==> config.mk <==
export PLATFORM = sky130hd
export DESIGN_NAME = round_robin_context_scheduler_top
export DESIGN_NICKNAME = d
export VERILOG_FILES = /design/src/rtl/core/rrcs_pkg.sv /design/src/rtl/core/rrcs_table.sv /design/src/rtl/core/rrcs_ctrl.sv /design/src/rtl/core/round_robin_context_scheduler_top.sv
export SDC_FILE = /design/constraint.sdc
export NUM_CORES = 1
export LEC_CHECK = 0
export BUFFER_PORTS_ARGS = -buffer_cell sky130_fd_sc_hd__buf_2
export CORE_MARGIN = 2
export CORE_UTILIZATION = 51
export DETAILED_ROUTE_END_ITERATION = 16
export PLACE_DENSITY_LB_ADDON = 0.12
export SLEW_MARGIN = 10
export SYNTH_ARGS = -nofsm -noshare
export SYNTH_HDL_FRONTEND = slang
export SYNTH_SLANG_ARGS = --single-unit
export TNS_END_PERCENT = 20
==> constraint.sdc <==
create_clock -name clk -period 5.7 [get_ports clk]
set_clock_uncertainty 0.05 [all_clocks]
set_input_delay 1.14 -clock clk [delete_from_list [all_inputs] [get_ports clk]]
set_output_delay 1.14 -clock clk [all_outputs]
set_load 0.02 [all_outputs]
==> src/rtl/core/rrcs_pkg.sv <==
// Shared types and constants for the round-robin context scheduler.
`default_nettype none

package rrcs_pkg;

  // Default number of thread slots
  localparam int SLOTS_DEF = 8;

  // Fixed field widths
  localparam int PTR_W     = 32;
  localparam int OUT_IDX_W = 3;

  // Action codes of an input transaction
  localparam logic ACT_TICK   = 1'b0;
  localparam logic ACT_CREATE = 1'b1;

  // Per-slot thread state
  typedef enum logic [1:0] {
    ST_UNUSED  = 2'd0,
    ST_READY   = 2'd1,
    ST_RUNNING = 2'd2
  } slot_state_t;

  // Control from the sequencer to the slot table
  typedef struct packed {
    logic        state_we;
    slot_state_t state_wdata;
    logic        ptr_we;
    logic        ptr_re;
  } tbl_ctrl_t;

endpackage

`default_nettype wire

==> src/rtl/core/rrcs_table.sv <==
// Slot table: per-slot state flops and the saved stack pointer memory.
`default_nettype none

module rrcs_table #(
  parameter int SLOTS = rrcs_pkg::SLOTS_DEF,
  localparam int SW   = $clog2(SLOTS)
) (
  input  wire logic                          clk,
  input  wire logic                          rst_n,
  input  wire logic [SW-1:0]                 addr,
  input  wire rrcs_pkg::tbl_ctrl_t           ctrl,
  input  wire logic [rrcs_pkg::PTR_W-1:0]    ptr_wdata,
  output      rrcs_pkg::slot_state_t         state_rdata,
  output      logic [rrcs_pkg::PTR_W-1:0]    ptr_rdata
);

  rrcs_pkg::slot_state_t       state_r [SLOTS];
  logic [rrcs_pkg::PTR_W-1:0]  ptr_mem [SLOTS];
  logic [rrcs_pkg::PTR_W-1:0]  ptr_rdata_r;

  // Hold slot states; slot 0 starts out running
  always_ff @(posedge clk) begin
    if (!rst_n) begin
      for (int i = 0; i < SLOTS; i++) begin
        state_r[i] <= (i == 0) ? rrcs_pkg::ST_RUNNING : rrcs_pkg::ST_UNUSED;
      end
    end else if (ctrl.state_we) begin
      state_r[addr] <= ctrl.state_wdata;
    end
  end

  assign state_rdata = state_r[addr];

  // Write and read the pointer memory, read data registered
  always_ff @(posedge clk) begin
    if (ctrl.ptr_we) begin
      ptr_mem[addr] <= ptr_wdata;
    end
    if (ctrl.ptr_re) begin
      ptr_rdata_r <= ptr_mem[addr];
    end
  end

  assign ptr_rdata = ptr_rdata_r;

endmodule

`default_nettype wire

==> src/rtl/core/rrcs_ctrl.sv <==
// Sequencer: scans the slot table one slot per cycle for create and tick.
`default_nettype none

module rrcs_ctrl #(
  parameter int SLOTS = rrcs_pkg::SLOTS_DEF,
  localparam int SW   = $clog2(SLOTS)
) (
  input  wire logic                          clk,
  input  wire logic                          rst_n,
  // input transaction
  input  wire logic                          start,
  input  wire logic                          action,
  input  wire logic [rrcs_pkg::PTR_W-1:0]    stack_pointer,
  output      logic                          idle,
  // slot table
  output      logic [SW-1:0]                 tbl_addr,
  output      rrcs_pkg::tbl_ctrl_t           tbl_ctrl,
  output      logic [rrcs_pkg::PTR_W-1:0]    tbl_wdata,
  input  wire rrcs_pkg::slot_state_t         tbl_state,
  input  wire logic [rrcs_pkg::PTR_W-1:0]    tbl_ptr,
  // result
  output      logic                          res_valid,
  input  wire logic                          res_take,
  output      logic [rrcs_pkg::PTR_W-1:0]    res_ptr,
  output      logic [SW-1:0]                 res_idx,
  output      logic                          res_ok
);

  typedef enum logic [2:0] {
    S_IDLE,
    S_SAVE,
    S_SCAN,
    S_PICK,
    S_FETCH,
    S_OUT
  } seq_state_t;

  seq_state_t                  state_r, state_nxt;
  logic                        act_r, act_nxt;
  logic [rrcs_pkg::PTR_W-1:0]  sp_r, sp_nxt;
  logic [SW-1:0]               cur_r, cur_nxt;
  logic [SW-1:0]               idx_r, idx_nxt;
  logic [SW-1:0]               cnt_r, cnt_nxt;
  logic [rrcs_pkg::PTR_W-1:0]  res_ptr_r, res_ptr_nxt;
  logic [SW-1:0]               res_idx_r, res_idx_nxt;
  logic                        res_ok_r, res_ok_nxt;

  logic                        match;
  logic                        last;
  logic [SW-1:0]               idx_inc;

  // Shared scan unit: compare the slot state, step the index with wrap
  always_comb begin
    if (act_r == rrcs_pkg::ACT_CREATE) begin
      match = (tbl_state == rrcs_pkg::ST_UNUSED);
    end else begin
      match = (tbl_state == rrcs_pkg::ST_READY);
    end
    last    = (cnt_r == SW'(SLOTS - 1));
    idx_inc = (idx_r == SW'(SLOTS - 1)) ? '0 : idx_r + SW'(1);
  end

  // Next state, table control and result capture
  always_comb begin
    state_nxt   = state_r;
    act_nxt     = act_r;
    sp_nxt      = sp_r;
    cur_nxt     = cur_r;
    idx_nxt     = idx_r;
    cnt_nxt     = cnt_r;
    res_ptr_nxt = res_ptr_r;
    res_idx_nxt = res_idx_r;
    res_ok_nxt  = res_ok_r;

    tbl_addr             = idx_r;
    tbl_wdata            = sp_r;
    tbl_ctrl.state_we    = 1'b0;
    tbl_ctrl.state_wdata = rrcs_pkg::ST_RUNNING;
    tbl_ctrl.ptr_we      = 1'b0;
    tbl_ctrl.ptr_re      = 1'b0;

    unique case (state_r)
      S_IDLE: begin
        if (start) begin
          act_nxt = action;
          sp_nxt  = stack_pointer;
          cnt_nxt = '0;
          idx_nxt = '0;
          if (action == rrcs_pkg::ACT_CREATE) begin
            state_nxt = S_SCAN;
          end else begin
            state_nxt = S_SAVE;
          end
        end
      end

      S_SAVE: begin
        // save the interrupted pointer and demote the running slot
        tbl_addr             = cur_r;
        tbl_ctrl.ptr_we      = 1'b1;
        tbl_ctrl.state_we    = (tbl_state == rrcs_pkg::ST_RUNNING);
        tbl_ctrl.state_wdata = rrcs_pkg::ST_READY;
        idx_nxt              = (cur_r == SW'(SLOTS - 1)) ? '0 : cur_r + SW'(1);
        cnt_nxt              = '0;
        state_nxt            = S_SCAN;
      end

      S_SCAN: begin
        if (act_r == rrcs_pkg::ACT_CREATE) begin
          if (match) begin
            // claim the lowest unused slot
            tbl_ctrl.ptr_we      = 1'b1;
            tbl_ctrl.state_we    = 1'b1;
            tbl_ctrl.state_wdata = rrcs_pkg::ST_READY;
            res_ptr_nxt          = '0;
            res_idx_nxt          = idx_r;
            res_ok_nxt           = 1'b1;
            state_nxt            = S_OUT;
          end else if (last) begin
            res_ptr_nxt = '0;
            res_idx_nxt = '0;
            res_ok_nxt  = 1'b0;
            state_nxt   = S_OUT;
          end else begin
            idx_nxt = idx_inc;
            cnt_nxt = cnt_r + SW'(1);
          end
        end else begin
          if (match) begin
            state_nxt = S_PICK;
          end else if (last) begin
            // scan ends on the current slot; fall back to slot 0 if unused
            if (tbl_state == rrcs_pkg::ST_UNUSED) begin
              idx_nxt = '0;
            end
            state_nxt = S_PICK;
          end else begin
            idx_nxt = idx_inc;
            cnt_nxt = cnt_r + SW'(1);
          end
        end
      end

      S_PICK: begin
        // make the chosen slot running and fetch its pointer
        tbl_ctrl.state_we    = 1'b1;
        tbl_ctrl.state_wdata = rrcs_pkg::ST_RUNNING;
        tbl_ctrl.ptr_re      = 1'b1;
        cur_nxt              = idx_r;
        state_nxt            = S_FETCH;
      end

      S_FETCH: begin
        res_ptr_nxt = tbl_ptr;
        res_idx_nxt = idx_r;
        res_ok_nxt  = 1'b1;
        state_nxt   = S_OUT;
      end

      S_OUT: begin
        if (res_take) begin
          state_nxt = S_IDLE;
        end
      end

      default: begin
        state_nxt = S_IDLE;
      end
    endcase
  end

  // Hold sequencer state and result registers
  always_ff @(posedge clk) begin
    if (!rst_n) begin
      state_r <= S_IDLE;
      cur_r   <= '0;
    end else begin
      state_r <= state_nxt;
      cur_r   <= cur_nxt;
    end
    act_r     <= act_nxt;
    sp_r      <= sp_nxt;
    idx_r     <= idx_nxt;
    cnt_r     <= cnt_nxt;
    res_ptr_r <= res_ptr_nxt;
    res_idx_r <= res_idx_nxt;
    res_ok_r  <= res_ok_nxt;
  end

  assign idle      = (state_r == S_IDLE);
  assign res_valid = (state_r == S_OUT);
  assign res_ptr   = res_ptr_r;
  assign res_idx   = res_idx_r;
  assign res_ok    = res_ok_r;

endmodule

`default_nettype wire

==> src/rtl/core/round_robin_context_scheduler_top.sv <==
// Top level of the round-robin context scheduler.
//
// Input channel (in_valid / in_stall): in_action selects a timer tick (switch
// threads) or a thread create; in_stack_pointer is the interrupted thread's
// stack pointer or the new thread's initial one. One transaction is taken at
// a time; in_stall stays high while a transaction is being worked on.
// Result channel (out_valid / out_stall): one transaction per input, giving
// the chosen or claimed slot, its saved stack pointer (zero for create) and a
// success flag (low only when a create finds no unused slot).
// Operation: the slot table is scanned one slot per cycle by a shared compare
// and index unit. A create scans and then gives its result; a tick goes
// through save, scan, pick, pointer fetch and result. A new transaction is
// taken only once the result of the last one is in the output register.
// Reset (rst_n low, synchronous) makes slot 0 running and current and all
// other slots unused; saved stack pointers are not cleared.
// A stalled result is held in the output register; the next input can be
// taken and worked on meanwhile, and its result waits until the register
// drains.
`default_nettype none

module round_robin_context_scheduler_top #(
  parameter int SLOTS = rrcs_pkg::SLOTS_DEF
) (
  input  wire logic                                clk,
  input  wire logic                                rst_n,
  input  wire logic                                in_valid,
  output      logic                                in_stall,
  input  wire logic                                in_action,
  input  wire logic [rrcs_pkg::PTR_W-1:0]          in_stack_pointer,
  output      logic                                out_valid,
  input  wire logic                                out_stall,
  output      logic [rrcs_pkg::PTR_W-1:0]          out_result_pointer,
  output      logic [rrcs_pkg::OUT_IDX_W-1:0]      out_slot_index,
  output      logic                                out_success
);

  localparam int SW = $clog2(SLOTS);
  localparam int EW = SW + rrcs_pkg::OUT_IDX_W;

  logic                          idle;
  logic                          start;
  logic [SW-1:0]                 tbl_addr;
  rrcs_pkg::tbl_ctrl_t           tbl_ctrl;
  logic [rrcs_pkg::PTR_W-1:0]    tbl_wdata;
  rrcs_pkg::slot_state_t         tbl_state;
  logic [rrcs_pkg::PTR_W-1:0]    tbl_ptr;
  logic                          res_valid;
  logic                          res_take;
  logic [rrcs_pkg::PTR_W-1:0]    res_ptr;
  logic [SW-1:0]                 res_idx;
  logic                          res_ok;
  logic [EW-1:0]                 res_idx_ext;

  logic                              out_valid_r;
  logic [rrcs_pkg::PTR_W-1:0]        out_ptr_r;
  logic [rrcs_pkg::OUT_IDX_W-1:0]    out_idx_r;
  logic                              out_ok_r;

  // Take a new transaction only when the sequencer is idle
  assign in_stall = !idle;
  assign start    = in_valid && !in_stall;

  rrcs_ctrl #(
    .SLOTS (SLOTS)
  ) u_ctrl (
    .clk           (clk),
    .rst_n         (rst_n),
    .start         (start),
    .action        (in_action),
    .stack_pointer (in_stack_pointer),
    .idle          (idle),
    .tbl_addr      (tbl_addr),
    .tbl_ctrl      (tbl_ctrl),
    .tbl_wdata     (tbl_wdata),
    .tbl_state     (tbl_state),
    .tbl_ptr       (tbl_ptr),
    .res_valid     (res_valid),
    .res_take      (res_take),
    .res_ptr       (res_ptr),
    .res_idx       (res_idx),
    .res_ok        (res_ok)
  );

  rrcs_table #(
    .SLOTS (SLOTS)
  ) u_table (
    .clk         (clk),
    .rst_n       (rst_n),
    .addr        (tbl_addr),
    .ctrl        (tbl_ctrl),
    .ptr_wdata   (tbl_wdata),
    .state_rdata (tbl_state),
    .ptr_rdata   (tbl_ptr)
  );

  // Widen the slot index so it can be cut to the result field width
  assign res_idx_ext = EW'(res_idx);

  // Load the output register when it is empty or draining
  assign res_take = res_valid && (!out_valid_r || !out_stall);

  always_ff @(posedge clk) begin
    if (!rst_n) begin
      out_valid_r <= 1'b0;
    end else if (res_take) begin
      out_valid_r <= 1'b1;
    end else if (!out_stall) begin
      out_valid_r <= 1'b0;
    end
    if (res_take) begin
      out_ptr_r <= res_ptr;
      out_idx_r <= res_idx_ext[rrcs_pkg::OUT_IDX_W-1:0];
      out_ok_r  <= res_ok;
    end
  end

  assign out_valid          = out_valid_r;
  assign out_result_pointer = out_ptr_r;
  assign out_slot_index     = out_idx_r;
  assign out_success        = out_ok_r;

endmodule

`default_nettype wire

* Word-level counts from Yosys, hierarchy flattened
Memory sizes are Yosys's and may differ from the RTL's. A register that Yosys moved wholly into a read port is not among the register bits. Cells that the tools add are included.
Word-level totals: bits in writable memories 272, bits in latches 0, register bits after elaboration 118, logic and storage cells 105, input bits 37, ROM bits 0, memories 2
Cells by class: $mul 0, equality and inequality tests 19, bitwise operators 0, $add $sub $neg 3, shift operators 0, reduce and logical (&&, ||, !) cells 16, magnitude comparators 0, div/mod/pow operators 0, multiplexer cells 52
Memory list:
- u_table.ptr_mem | depth 8, bits a word 32, read ports 1, clocked after memory_dff 1, wr ports 1, RTL line rrcs_table.sv:18 | logic [rrcs_pkg::PTR_W-1:0] ptr_mem [SLOTS];
- u_table.state_r | depth 8, bits a word 2, read ports 1, clocked after memory_dff 0, wr ports 8, RTL line rrcs_table.sv:17 | rrcs_pkg::slot_state_t state_r [SLOTS];
Operator list (number):
- 32-bit 2-to-1 mux | 3
- 3-bit 2-to-1 mux | 23
- 32-bit one-hot mux with 2 select lines | 1
- 3-bit one-hot mux with 3 select lines | 3
- 3-bit one-hot mux with 6 select lines | 1
- 3-bit == test (second input constant) | 5
- 1-bit 2-to-1 mux | 14
- 3-bit by 1-bit adder with 3-bit output (second input constant) | 3
- 4-bit 2-to-1 mux | 2
- 2-bit by 1-bit != test with 1-bit output (second input constant) | 4
- 3-bit by 2-bit == test with 1-bit output (second input constant) | 2
- 3-bit != test (second input constant) | 2
- 3-bit one-hot mux with 2 select lines | 1
- 3-bit AND reduction | 2
- 5-bit AND reduction | 1
- 2-bit 2-to-1 mux | 2
- 2-bit != test (second input constant) | 2
- 1-bit one-hot mux with 2 select lines | 2
- 4-bit AND reduction | 1
- 3-bit by 1-bit == test with 1-bit output (second input constant) | 1
- 1-bit logical NOT | 3
- 3-bit logical NOT | 1
- 3-bit by 1-bit != test with 1-bit output (second input constant) | 1
- 3-bit nonzero test | 1
- 8 further kinds | 9

* Longest topological paths before layout
Gate-level depths: netlist (run 1). An unclocked memory read counts as a cell.
word-level depth 13, gate-level depth with buffers 11, depth with buffers taken out 7

* Modules after synthesis
A second synthesis (run 1) with hierarchy kept.
Second synthesis, totals: cell total of the unflattened synthesis 726, area, all modules 15982.8 µm²
By module, submodules not included:
- rrcs_table | area an instance 11666.2 µm², cells an instance 481, times used 1, seq. area each 9128.8 µm²
- rrcs_ctrl | area an instance 3186.8 µm², cells an instance 203, times used 1, seq. area each 2372.3 µm²
- round_robin_context_scheduler_top | area an instance 1129.8 µm², cells an instance 42, times used 1, seq. area each 1101.1 µm²

* Worst setup path before layout (run 1)
OpenSTA, ideal clock, no wires.
kind register to register, start register u_ctrl.state_r[0], end register u_ctrl.res_idx_r[0] (netlist: u_ctrl.res_idx[0]) (enable), arrival 3645 ps, path slack 1563 ps, library setup time 441 ps, cell stages (with the launch flop) 10, path through dfxtp_1 buf_4 or3b_1 buf_2 buf_6 mux2_2 a32oi_2 o211a_4 nand2_1 a21oi_1
Between the ends: cells in the longest elaborated chain, start to end 7, elaborated cells on any way between the ends 12, classes of those cells 6 x eq/ne; 2 x mux; 3 x reduce/logical; 1 x memory
RTL lines:
- start, declared | RTL line rrcs_ctrl.sv:38 | seq_state_t state_r, state_nxt;
- start signal, assigned | RTL line rrcs_ctrl.sv:178 | state_r <= state_nxt;
- 3-bit by 1-bit == test with 1-bit output | RTL line rrcs_ctrl.sv:82 | unique case (state_r)
- 3-bit 2-to-1 mux | RTL line rrcs_ctrl.sv:82
- memory read 8 x 2 bit
- 2-bit by 1-bit == test with 1-bit output or 2-bit logical NOT (tied branches) | RTL line rrcs_ctrl.sv:57, rrcs_ctrl.sv:55
- 1-bit 2-to-1 mux | RTL line rrcs_ctrl.sv:54 | if (act_r == rrcs_pkg::ACT_CREATE) begin
- 3-bit by 1-bit != test with 1-bit output (no source line)
- 3-bit AND reduction (no source line) (*)
- end signal, assigned | RTL line rrcs_ctrl.sv:186 | res_idx_r <= res_idx_nxt;
- end, declared | RTL line rrcs_ctrl.sv:45 | logic [SW-1:0] res_idx_r, res_idx_nxt;
Mark *: on every way between the ends. The rest lies on a longest branch, timed or not. A chain may end at the register's enable or synchronous reset.

* Final worst setup path (run 1)
start register u_ctrl.state_r[0], end memory u_table.ptr_mem[6][28] (netlist name) (enable)
Between the ends: cells in the longest elaborated chain, start to end 10, elaborated cells on any way between the ends 12, classes of those cells 3 x eq/ne; 7 x mux; 1 x reduce/logical; 1 x memory
RTL lines:
- 3-bit by 1-bit == test with 1-bit output | RTL line rrcs_ctrl.sv:82
- 3-bit 2-to-1 mux | RTL line rrcs_ctrl.sv:82
- memory read 8 x 2 bit
- 2-bit by 1-bit == test with 1-bit output or 2-bit logical NOT (tied branches) | RTL line rrcs_ctrl.sv:57, rrcs_ctrl.sv:55
- 1-bit 2-to-1 mux | RTL line rrcs_ctrl.sv:54
- 4-bit 2-to-1 mux | RTL line rrcs_ctrl.sv:110 | if (match) begin
- 4-bit 2-to-1 mux | RTL line rrcs_ctrl.sv:109 | if (act_r == rrcs_pkg::ACT_CREATE) begin
- 1-bit one-hot mux with 2 select lines | RTL line rrcs_ctrl.sv:82
- 1-bit 2-to-1 mux | RTL line rrcs_table.sv:36 | if (ctrl.ptr_we) begin
- 1-bit 2-to-1 mux (implied by the code) | RTL line rrcs_table.sv:37 | ptr_mem[addr] <= ptr_wdata;
- end, declared | RTL line rrcs_table.sv:18
Several ways; a longest one is shown, not always the timed one.

==> results of run 1 <==
## critical path, cell delays in order (launching register included)
cell                      delay [ns]
sky130_fd_sc_hd__dfxtp_1        0.64
sky130_fd_sc_hd__or3b_1         0.68
sky130_fd_sc_hd__mux2_2         0.59
sky130_fd_sc_hd__a22oi_1        0.33
sky130_fd_sc_hd__and3_4         0.27
sky130_fd_sc_hd__a41oi_2        0.53
sky130_fd_sc_hd__nor2_4         1.09
## worst max-delay path by stage
stage,from,end,slack [ns],cells after the start
3_3_place_gp,u_ctrl.state_r[0],u_table.ptr_mem[6][20],1.22,6
6_report,u_ctrl.state_r[0],u_table.ptr_mem[6][28],1.08,6
4_1_cts,u_ctrl.state_r[0],u_table.ptr_mem[6][19],1.06,6
3_5_place_dp,u_ctrl.state_r[0],u_table.ptr_mem[6][20],1.09,6
5_1_grt,u_ctrl.state_r[0],u_table.ptr_mem[6][28],0.88,7
2_1_floorplan,u_ctrl.state_r[0],u_ctrl.res_idx[0],1.56,9
## cell type report
class                   instances  area, sq um  share of cell area (%)
diodes                          1         2.50                  0.0139
clock inverters                21          183                    1.01
flip-flops and latches        422        12600                    69.8
clock buffers                  58         1130                    6.28
repair buffers                 87          468                    2.59
inverters                       5         18.8                   0.104
multi-input cells             449         3140                    17.4
well taps                     396          495                    2.75
## power by group through the flow
stage | combinational [mW] | clock (mW) | sequential [mW]
final | 2.20 | 2.61 | 4.30
after floorplan | 1.51 | 0 | 4.21
after global routing | 2.38 | 2.80 | 4.34
after global placement | 2.18 | 0 | 4.34
after detailed placement | 2.20 | 0 | 4.36
after CTS | 2.21 | 2.67 | 4.30
## cells in the final DEF, fill, tap and decap left out, drive strengths merged, types with 2 or more instances in the layout
| cell type | Yosys | final |
|---|---|---|
| a221oi | 31 | 31 |
| nand2b | 5 | 5 |
| a31oi | 4 | 4 |
| and2 | 33 | 33 |
| nor3 | 19 | 19 |
| o221ai | 27 | 27 |
| ha | 6 | 6 |
| edfxtp | 415 | 415 |
| and3 | 4 | 4 |
| mux2 | 7 | 7 |
| o211ai | 2 | 2 |
| a41oi | 2 | 2 |
| buf | 15 | 87 |
| a21boi | 8 | 8 |
| clkinv | 1 | 18 |
| o31ai | 4 | 4 |
| or3 | 7 | 7 |
| dfxtp | 7 | 7 |
| a22oi | 15 | 15 |
| nor2 | 38 | 38 |
| a222oi | 8 | 8 |
| nor4 | 3 | 3 |
| inv | 4 | 5 |
| mux2i | 48 | 48 |
| bufinv | 0 | 2 |
| nor2b | 2 | 2 |
| a21oi | 37 | 37 |
| nand2 | 85 | 85 |
| o31a | 3 | 3 |
| a22o | 15 | 15 |
| o21ai | 5 | 5 |
| nor3b | 6 | 6 |
| o41ai | 4 | 4 |
| clkbuf | 39 | 58 |
| nand3b | 3 | 3 |
| nand3 | 10 | 10 |
## cell families after synthesis
| family | Yosys count | synth area share [%] |
|---|---|---|
| AO/OA/AOI/OAI | 171 | 8.41 |
| adder cells (fa/ha/maj) | 6 | 0.473 |
| buffers and inverters | 59 | 1.61 |
| flip-flops | 422 | 79.3 |
| multiplexers | 55 | 3.65 |
| AND/OR/NAND/NOR | 217 | 6.52 |
## flip-flops by register name (all words and copies together), names as in the netlist, 16 cells and up
register,flops
u_ctrl.res_ptr,32
u_table.state_r,16
u_table.ptr_mem,256
u_table.ptr_rdata,32
out_result_pointer,32
u_ctrl.tbl_wdata,32
## per-stage QoR
step                      hold WS, ns  std cells
after floorplan                 0.350        930
after global placement          0.354       1359
after CTS                       0.360       1438
final                           0.361       1439
after global routing            0.374       1438
after detailed placement        0.355       1359
## routing by layer
layer	share of wire, %	vias up	wire length (microns)	track usage (%)
met2	47	274	14400	30.0
li1	-	3861	-	-
met3	5.8	45	1790	3.07
met4	2.1	0	646	5.48
met1	45	4118	14100	28.3
met5	0	-	0	0
==> metrics.log, run 1 <==
INFO  metric first_global_vias = just over 8000
INFO  metric finalWorstPathRequiredPeriod = 4.62 ns
INFO  metric finalCoreUtilization = 58.8%
INFO  metric worst-endpoint-arrival = approximately 4.7 ns
INFO  metric place_worst_setup_slack = between 1 and 1.5 ns
INFO  metric internal_power = approximately 6.2 mW
INFO  metric detail_route.wl_per_cell = 21.5 microns
INFO  metric max_slew.worst_pin.slew = roughly 1.1 ns
INFO  metric netlist_top_cells_area = sky130_fd_sc_hd__edfxtp_1 (78%), sky130_fd_sc_hd__mux2i_1 (2.9%), sky130_fd_sc_hd__nand2_1 (2.0%)
INFO  metric grt_remaining_overflow = 0
INFO  metric core_area = approximately 31000 sq um
INFO  metric fin_ws = approximately 1.1 ns
INFO  metric crit_path_end_kind = flop
INFO  metric avgSynthCellArea = ~17 sq um
INFO  metric ios = 75
INFO  metric regToRegStartpoint = u_ctrl.state_r[0]
INFO  metric timing.hold.worst.start = u_ctrl.res_ptr[25]
INFO  metric power_density = ~500 nW/um^2
INFO  metric synthesis.yosys.warnings = 0
INFO  metric cts_max_level = 2
INFO  metric worst_skew_pair.late_latency = about 0.55 ns
INFO  metric detailedPlacementHpwl = ~19000 microns
INFO  metric synth-edff-count = around 420
INFO  metric setup_violations = 0
INFO  metric vias = approximately 8300
INFO  metric commonest_cells_in_the_netlist = sky130_fd_sc_hd__edfxtp_1 (415), sky130_fd_sc_hd__nand2_1 (85), sky130_fd_sc_hd__mux2i_1 (46)
INFO  metric critPathMaxFanout = 32
INFO  metric ff2ff_setup_slack = between 1 and 1.5 ns
INFO  metric outcome = finished clean
INFO  metric critical_path.reg2reg.endpoint = u_table.ptr_mem[6][28]
INFO  metric slew_viol_final = 0
INFO  metric ys_seq_area_share = approximately four fifths
INFO  metric tns = 0 ns
INFO  metric antenna_left = 0
INFO  metric cts.sink_count = 422
INFO  metric synth_top_area_cell = sky130_fd_sc_hd__edfxtp_1
INFO  metric p_clk_share = 28.7%
INFO  metric maxSlewHeadroom = between 20% and 30%
INFO  metric postCtsHoldBufs = 0
INFO  metric timing.reg2reg.worst_path_depth = 6
INFO  metric power = between 9 and 10 mW
INFO  metric switchingPower = 2.90 mW
INFO  metric min_to = out_result_pointer[25]
INFO  metric finish.net_count = 1051
INFO  metric grt_util_all_layers = 19.2%
INFO  metric async_set_or_reset_flop_fraction_in_the_synthesized_netlist = 0%
INFO  metric worst_ep_required_time = 5.80 ns
INFO  metric placement_cell_area = roughly 17000 sq um
INFO  metric dominantRegCellSynth = sky130_fd_sc_hd__edfxtp_1
INFO  metric drc = 0
INFO  metric max_cap_violations = 0
INFO  metric vdd_drop_max = approximately 0.00033 V
INFO  metric mappedNetlistArea = 15900 sq um
INFO  metric synth_fp_nets = 973
INFO  metric final_layout_size_suffix_gt1_share = 16.5%
INFO  metric crit_path_start_kind = flop
INFO  metric cts.repair_timing.setup_buffer_count = 0
INFO  metric die_x = roughly 180 microns
INFO  metric global_route_wire_length_before_repair = ~48000 microns
INFO  metric maximum_number_of_buffers_from_clock_root_to_sink = 3
INFO  metric path_class = flop to flop
INFO  metric hold-path-cell-count = 0
INFO  metric sw_frac_of_total = about a third
INFO  metric via_per_inst = ~5.8
INFO  metric grt_antenna_before_repair = 0
INFO  metric cts_root_buffer = sky130_fd_sc_hd__clkbuf_16
INFO  metric grt_setup_unrepaired = no
INFO  metric final_min_period_over_clock_period = between 80% and 90%
INFO  metric drt-total-wl = between 30000 and 40000 microns
INFO  metric power_frac_seq = around 47%
INFO  metric synth-seq-cells = roughly 420
INFO  metric stdcell_area = about 18000 sq um
INFO  metric floorplan.initialDensity = around 52%
INFO  metric tritoncts.num_buffers = 43
INFO  metric area_added_between_synthesis_and_finish = 13.6%
INFO  metric post_cts_resize_count = 0
INFO  metric worstHoldPathType = flop to flop
INFO  metric yosys.area.top_type_share = around four fifths
INFO  metric nFillCells = ~2300
INFO  metric max_freq = 0.216 GHz
INFO  metric power.share.combinational = 24.1%
INFO  metric synth_most_common_cell = sky130_fd_sc_hd__edfxtp_1
INFO  metric globalplace.congestion = around 0.86
INFO  metric drt_pre_antenna_iters = 7
INFO  metric yosys.cell_types.count = 56
INFO  metric leakage = around 6 nW
INFO  metric timing.final.hold_violations = 0
INFO  metric core.rowCount = 64
INFO  metric drt_iter0_drc = approximately 780
INFO  metric fp.dieH = around 180 microns
INFO  metric cts.reportedPaths.clkPinSlew = around 0.060 ns
INFO  metric syn_inst = 930
INFO  metric clock_tree_from_tritoncts = done
INFO  metric grt_start_max_net_pins = 40
INFO  metric area_of_the_die = roughly 33000 sq um
INFO  metric placement.io_buffers = 74
Note: power is estimated with default switching activity, not from simulation.
==> run 2, diff against run 1 <==
clock period = 4.1 ns   (was 5.7 ns; I/O delays follow)
==> metrics.log, run 2 (same netlist as run 1, synthesis figures left out) <==
INFO  metric layout.cells.most_common = sky130_fd_sc_hd__edfxtp_1 (unchanged)
INFO  metric drt_pre_antenna_iters = 5 (was 7)
INFO  metric max_cap_violations = 0 (unchanged)
INFO  metric first_global_vias = 7959 (was 8298)
INFO  metric global_route_wire_length_before_repair = 47000 microns (was 48000 microns)
INFO  metric finalWorstPathRequiredPeriod = 3.53 ns (was 4.62 ns)
INFO  metric power_density = 690 nW/um^2 (was 505 nW/um^2)
INFO  metric cts_max_level = 2 (unchanged)
INFO  metric min_to = out_result_pointer[5] (was out_result_pointer[25])
INFO  metric max_flop_register = u_table.ptr_mem (unchanged)
INFO  metric clock_tree_from_tritoncts = done (unchanged)
INFO  metric drt_iter0_drc = 744 (was 778)
INFO  metric crit_path_start_kind = flop (unchanged)
INFO  metric finalCoreUtilization = 59.5% (was 58.8%)
INFO  metric hold-path-cell-count = 0 (unchanged)
INFO  metric area_of_the_die = 32600 sq um (unchanged)
INFO  metric grt_antenna_before_repair = 2 (was 0)
INFO  metric detailedPlacementHpwl = 18100 microns (was 18600 microns)
INFO  metric drc = 0 (unchanged)
INFO  metric die_x = 180 microns (unchanged)
INFO  metric tritoncts.num_buffers = 42 (was 43)
INFO  metric slowest_delay = 0.66 ns (was 1.09 ns)
INFO  metric ff2ff_setup_slack = 0.57 ns (was 1.08 ns)
INFO  metric outcome = finished clean (unchanged)
INFO  metric core.rowCount = 64 (unchanged)
INFO  metric finish.net_count = 1069 (was 1051)
INFO  metric place.detailed.instances = 1378 (was 1359)
INFO  metric grt_remaining_overflow = 0 (unchanged)
INFO  metric worst_ep_required_time = 4.26 ns (was 5.80 ns)
INFO  metric detail_route.wl_per_cell = 21.4 microns (was 21.5 microns)
INFO  metric leakage = 6.12 nW (was 6.02 nW)
INFO  metric timing.hold.worst.start = u_ctrl.res_ptr[5] (was u_ctrl.res_ptr[25])
INFO  metric worst-endpoint-arrival = 3.70 ns (was 4.72 ns)
INFO  metric cts.reportedPaths.clkPinSlew = 0.07 ns (was 0.06 ns)
INFO  metric max_freq = 0.283 GHz (was 0.216 GHz)
INFO  metric grt_setup_unrepaired = no (unchanged)
INFO  metric final_layout_size_suffix_gt1_share = 17.8% (was 16.5%)
INFO  metric grt_util_all_layers = 18.9% (was 19.2%)
INFO  metric postCtsHoldBufs = 0 (unchanged)
INFO  metric cts.repair_timing.setup_buffer_count = 0 (unchanged)
INFO  metric antenna_left = 0 (unchanged)
INFO  metric cts_root_buffer = sky130_fd_sc_hd__clkbuf_16 (unchanged)
INFO  metric maximum_number_of_buffers_from_clock_root_to_sink = 3 (unchanged)
INFO  metric area_added_between_synthesis_and_finish = 14.9% (was 13.6%)
INFO  metric via_per_inst = 5.76 (was 5.77)
INFO  metric vias = 8370 (was 8298)
INFO  metric floorplan.initialDensity = 51.8% (unchanged)
INFO  metric critical_path.reg2reg.endpoint = u_table.state_r[6][1] (was u_table.ptr_mem[6][28])
INFO  metric finish.cell_count_without_fillers = 1453 (was 1439)
INFO  metric max_slew.worst_pin.slew = 1.09 ns (was 1.13 ns)
INFO  metric antennaDiodeCount = 0 (was 1)
INFO  metric worstHoldPathType = flop to flop (unchanged)
INFO  metric setup_violations = 0 (unchanged)
INFO  metric worst_skew_pair.late_latency = 0.54 ns (was 0.55 ns)
INFO  metric maxSlewHeadroom = 26.9% (was 24.5%)
INFO  metric drt-total-wl = 31100 microns (was 30900 microns)
INFO  metric placement.io_buffers = 74 (unchanged)
INFO  metric path_class = flop to flop (unchanged)
INFO  metric crit_path_end_kind = flop (unchanged)
INFO  metric slew_viol_final = 0 (unchanged)
INFO  metric timing.final.hold_violations = 0 (unchanged)
INFO  metric vdd_drop_max = 0.000449 V (was 0.000327 V)
INFO  metric cp-startpoint = u_ctrl.state_r[1] (was u_ctrl.state_r[0])
INFO  metric grt_start_max_net_pins = 45 (was 40)
INFO  metric regToRegStartpoint = u_ctrl.state_r[1] (was u_ctrl.state_r[0])
INFO  metric cts.sink_count = 422 (unchanged)
INFO  metric core_area = 30700 sq um (unchanged)
INFO  metric flip_flop_count_of_the_largest_register_all_copies_and_words_added = 256 (unchanged)
INFO  metric ios = 75 (unchanged)
INFO  metric timing.reg2reg.worst_path_depth = 6 (unchanged)
INFO  metric critical_path.slowest_cell = sky130_fd_sc_hd__or3b_1 (was sky130_fd_sc_hd__nor2_4)
INFO  metric final_min_period_over_clock_period = 86.2% (was 81.0%)
INFO  metric critPathMaxFanout = 44 (was 32)
INFO  metric tns = 0 ns (unchanged)
INFO  metric crit_chain = or3b_1 -> mux2i_4 -> buf_4 -> nand2_1 -> or3_1 -> o221ai_1 (was or3b_1 -> mux2_2 -> a22oi_1 -> and3_4 -> a41oi_2 -> nor2_4)
INFO  metric mostFrequentLayoutCells = sky130_fd_sc_hd__edfxtp_1 (415), sky130_fd_sc_hd__nand2_1 (85), sky130_fd_sc_hd__buf_2 (74) (unchanged)
INFO  metric fp.dieH = 180 microns (unchanged)
INFO  metric globalplace.congestion = 0.822 (was 0.859)
INFO  metric post_cts_resize_count = 0 (unchanged)
-- run 2: cell type report --
type,instances,area (sq um)
Inverter,5,18.8
Timing Repair Buffer,106,686
Sequential cell,422,12600
Multi-Input combinational cell,449,3140
Clock buffer,58,1130
Clock inverter,17,178
Fill cell,2286,12400
Tap cell,396,495
-- run 2: per-layer routing --
| layer | GRT usage, % | vias up | share of wire (%) |
|---|---|---|---|
| met1 | 28.0 | 4154 | 46 |
| met5 | 0 | - | 0 |
| met4 | 5.65 | 0 | 2.3 |
| met2 | 29.4 | 255 | 46 |
| li1 | - | 3907 | - |
| met3 | 2.93 | 54 | 5.7 |
-- run 2: per-stage QoR --
| stage | setup slack [ns] | hold WS, ns | area [sq um] | total power [mW] |
|---|---|---|---|---|
| CTS | 0.563 | 0.369 | 18300 | 12.7 |
| global route | 0.336 | 0.374 | 18300 | 13.2 |
| floorplan | 0.246 | 0.350 | 15900 | 7.95 |
| finish | 0.565 | 0.368 | 18300 | 12.6 |
| global placement | 0.617 | 0.352 | 16900 | 9.00 |
| detailed placement | 0.598 | 0.355 | 16900 | 9.06 |
-- run 2: worst max path at each step --
stage                                       end  slack (ns)  depth (start not counted)
final                     u_table.state_r[6][1]        0.57                          6
after global routing      u_table.state_r[6][1]        0.34                          6
after CTS                 u_table.state_r[6][0]        0.56                          6
after detailed placement  u_table.state_r[6][1]        0.60                          6
after global placement    u_table.state_r[6][0]        0.62                          6
after floorplan           u_table.ptr_mem[0][0]        0.25                          9
-- run 2: report_power, final --
group	switching, mW	total (mW)	leakage (nW)	internal, mW
Sequential	0.352	5.94	3.85	5.59
Combinational	1.98	3.01	1.65	1.03
Clock	1.52	3.64	0.626	2.12
-- run 2: critical path: cells and delay by family, from the launching register on --
| family | cells | cell delay, ns |
|---|---|---|
| flip-flops | 1 | 0.59 |
| AND/OR/NAND/NOR | 3 | 1.41 |
| buffers and inverters | 1 | 0.57 |
| AO/OA/AOI/OAI | 1 | 0.23 |
| multiplexers | 1 | 0.35 |
==> run 3, diff against run 2 <==
--- a/config.mk
+++ b/config.mk
@@ -7,3 +7,2 @@
 export LEC_CHECK = 0
-export BUFFER_PORTS_ARGS = -buffer_cell sky130_fd_sc_hd__buf_2
 export CORE_MARGIN = 2
@@ -11,2 +10,3 @@
 export DETAILED_ROUTE_END_ITERATION = 16
+export DONT_BUFFER_PORTS = 1
 export PLACE_DENSITY_LB_ADDON = 0.12
--- a/constraint.sdc
+++ b/constraint.sdc
@@ -4,2 +4,2 @@
 set_output_delay 0.82 -clock clk [all_outputs]
-set_load 0.02 [all_outputs]
+set_load 0.01 [all_outputs]
==> metrics.log, run 3 (same netlist as run 1, synthesis figures left out) <==
INFO  metric grt_util_all_layers = 19.4% (was 18.9%)
INFO  metric cts_max_level = 2 (unchanged)
INFO  metric area_of_the_die = 32600 sq um (unchanged)
INFO  metric post_cts_resize_count = 0 (unchanged)
INFO  metric max_flop_register = u_table.ptr_mem (unchanged)
INFO  metric cpLargestDelayFamily = simple AND/OR/NAND/NOR gates (unchanged)
INFO  metric max_slew.worst_pin.slew = 1.16 ns (was 1.09 ns)
INFO  metric final_layout_size_suffix_gt1_share = 12.4% (was 17.8%)
INFO  metric detail_route.wl_per_cell = 22.8 microns (was 21.4 microns)
INFO  metric gr-usage-met1 = 26.7% (was 28.0%)
INFO  metric tritoncts.num_buffers = 42 (unchanged)
INFO  metric crit_path_end_kind = flop (unchanged)
INFO  metric antenna_left = 0 (unchanged)
INFO  metric power_frac_seq = 46.4% (was 47.2%)
INFO  metric internal_power = 8.85 mW (was 8.75 mW)
INFO  metric finish.cell_count_without_fillers = 1382 (was 1453)
INFO  metric cts.reportedPaths.clkPinSlew = 0.06 ns (was 0.07 ns)
INFO  metric nFillCells = 2292 (was 2286)
INFO  metric p_clk_share = 29.6% (was 28.9%)
INFO  metric maxSlewHeadroom = 22.8% (was 26.9%)
INFO  metric global_route.usage.met3 = 4.49% (was 2.93%)
INFO  metric via_per_inst = 5.95 (was 5.76)
INFO  metric grt_remaining_overflow = 0 (unchanged)
INFO  metric grt_antenna_before_repair = 5 (was 2)
INFO  metric switchingPower = 4.00 mW (was 3.85 mW)
INFO  metric drt_pre_antenna_iters = 7 (was 5)
INFO  metric finalWorstPathRequiredPeriod = 3.68 ns (was 3.53 ns)
INFO  metric slew_viol_final = 0 (unchanged)
INFO  metric slowest_delay = 0.68 ns (was 0.66 ns)
INFO  metric drt_iter0_drc = 789 (was 744)
INFO  metric max_freq = 0.272 GHz (was 0.283 GHz)
INFO  metric maximum_number_of_buffers_from_clock_root_to_sink = 3 (unchanged)
INFO  metric ios = 75 (unchanged)
INFO  metric critical_path.slowest_cell = sky130_fd_sc_hd__or3b_1 (unchanged)
INFO  metric finish.net_count = 995 (was 1069)
INFO  metric finalCoreUtilization = 58.3% (was 59.5%)
INFO  metric detailedPlacementHpwl = 19700 microns (was 18100 microns)
INFO  metric sw_frac_of_total = 31.1% (was 30.6%)
INFO  metric grt_setup_unrepaired = no (unchanged)
INFO  metric global_route_wire_length_before_repair = 47800 microns (was 47000 microns)
INFO  metric max_cap_violations = 0 (unchanged)
INFO  metric grt_start_max_net_pins = 41 (was 45)
INFO  metric drt-total-wl = 31500 microns (was 31100 microns)
INFO  metric clock_tree_from_tritoncts = done (unchanged)
INFO  metric floorplan.initialDensity = 51.8% (unchanged)
INFO  metric worst_skew_pair.late_latency = 0.55 ns (was 0.54 ns)
INFO  metric leakage = 5.86 nW (was 6.12 nW)
INFO  metric mostFrequentLayoutCells = sky130_fd_sc_hd__edfxtp_1 (415), sky130_fd_sc_hd__nand2_1 (85), sky130_fd_sc_hd__mux2i_1 (45) (was sky130_fd_sc_hd__edfxtp_1 (415), sky130_fd_sc_hd__nand2_1 (85), sky130_fd_sc_hd__buf_2 (74))
INFO  metric power_density = 718 nW/um^2 (was 690 nW/um^2)
INFO  metric first_global_vias = 8130 (was 7959)
INFO  metric fp.dieH = 180 microns (unchanged)
INFO  metric crit_path_start_kind = flop (unchanged)
INFO  metric power.share.combinational = 24.0% (was 23.9%)
INFO  metric critPathMaxFanout = 22 (was 44)
INFO  metric power = 12.8 mW (was 12.6 mW)
INFO  metric flip_flop_count_of_the_largest_register_all_copies_and_words_added = 256 (unchanged)
INFO  metric vdd_drop_max = 0.000369 V (was 0.000449 V)
INFO  metric worst-endpoint-arrival = 3.83 ns (was 3.70 ns)
INFO  metric cts.repair_timing.setup_buffer_count = 0 (unchanged)
INFO  metric vias = 8221 (was 8370)
INFO  metric global_route.peak_usage_layer = met2 (unchanged)
INFO  metric timing.final.hold_violations = 0 (unchanged)
INFO  metric worstHoldPathType = input pin to flop (was flop to flop)
INFO  metric area_added_between_synthesis_and_finish = 12.5% (was 14.9%)
INFO  metric core.rowCount = 64 (unchanged)
INFO  metric crit_chain = or3b_1 -> mux2i_4 -> mux2i_1 -> o211a_4 -> a41oi_2 -> nor2_2 -> buf_4 (was or3b_1 -> mux2i_4 -> buf_4 -> nand2_1 -> or3_1 -> o221ai_1)
INFO  metric place.detailed.instances = 1304 (was 1378)
INFO  metric cts_root_buffer = sky130_fd_sc_hd__clkbuf_16 (unchanged)
INFO  metric global_route.usage.met2 = 31.0% (was 29.4%)
INFO  metric globalplace.congestion = 0.833 (was 0.822)
INFO  metric setup_violations = 0 (unchanged)
INFO  metric cts.sink_count = 422 (unchanged)
INFO  metric final_min_period_over_clock_period = 89.8% (was 86.2%)
INFO  metric tns = 0 ns (unchanged)
INFO  metric placement.io_buffers = 0 (was 74)
INFO  metric critical_path.n_buffers_inverters = 1 (unchanged)
INFO  metric path_class = flop to flop (unchanged)
INFO  metric outcome = finished clean (unchanged)
INFO  metric postCtsHoldBufs = 0 (unchanged)
INFO  metric drc = 0 (unchanged)
INFO  metric worst_ep_required_time = 4.25 ns (was 4.26 ns)
INFO  metric core_area = 30700 sq um (unchanged)
INFO  metric die_x = 180 microns (unchanged)
INFO  metric layout.cells.most_common = sky130_fd_sc_hd__edfxtp_1 (unchanged)
-- run 3: changes by cell type in the layout (fill, tap and decap cells not counted), moves of 2 or more --
cell	change
sky130_fd_sc_hd__nor2_2	+8
sky130_fd_sc_hd__clkinv_2	+3
sky130_fd_sc_hd__clkbuf_1	-6
sky130_fd_sc_hd__clkinv_8	-2
sky130_fd_sc_hd__clkinvlp_4	+2
sky130_fd_sc_hd__buf_12	-3
sky130_fd_sc_hd__nor2_4	-8
sky130_fd_sc_hd__bufinv_16	+2
sky130_fd_sc_hd__buf_2	-74
sky130_fd_sc_hd__buf_4	+3
-- run 3: worst paths after layout --
path                        startpoint  slack [ns]  cells after the start                     to
hold / removal    in_stack_pointer[14]        0.32                      0   u_ctrl.tbl_wdata[14]
hold reg to reg      u_ctrl.res_ptr[6]        0.36                      0  out_result_pointer[6]
setup / recovery     u_ctrl.state_r[1]        0.42                      7  u_table.ptr_mem[0][3]
setup reg to reg     u_ctrl.state_r[1]        0.42                      7  u_table.ptr_mem[0][3]
-- run 3: layer usage --
| metal | share of wire [%] | wire, microns |
|---|---|---|
| met5 | 0.073 | 23 |
| met4 | 2.4 | 767 |
| met3 | 7.0 | 2200 |
| met2 | 47 | 14900 |
| met1 | 43 | 13600 |
-- run 3: worst register-to-register path: stages, from the launching register on --
cell,delay [ns]
sky130_fd_sc_hd__dfxtp_1,0.57
sky130_fd_sc_hd__or3b_1,0.68
sky130_fd_sc_hd__mux2i_4,0.38
sky130_fd_sc_hd__mux2i_1,0.37
sky130_fd_sc_hd__o211a_4,0.26
sky130_fd_sc_hd__a41oi_2,0.41
sky130_fd_sc_hd__nor2_2,0.25
sky130_fd_sc_hd__buf_4,0.37
-- run 3: through the flow --
stage / setup slack (ns) / cell area [sq um] / hold slack (ns)
after floorplan: 0.246 / 15900 / 0.350
after global placement: 0.504 / 16500 / 0.351
after detailed placement: 0.451 / 16500 / 0.355
after CTS: 0.431 / 17900 / 0.295
after global routing: 0.258 / 17900 / 0.288
final: 0.420 / 17900 / 0.316
-- run 3: power by group through the flow --
stage	sequential (mW)	combinational, mW	clock, mW
finish	5.96	3.08	3.80
detailed placement	6.05	3.07	0
floorplan	5.84	2.09	0
global placement	6.02	3.01	0
global route	6.02	3.35	4.06
CTS	5.96	3.08	3.89
-- run 3: final cells by class --
type	count	area, sq um	share of cell area [%]
Antenna cell	1	2.50	0.0140
Clock inverter	24	264	1.48
Tap cell	396	495	2.77
Timing Repair Buffer	32	278	1.55
Clock buffer	53	1120	6.28
Multi-Input combinational cell	449	3090	17.3
Sequential cell	422	12600	70.5
Inverter	5	18.8	0.105
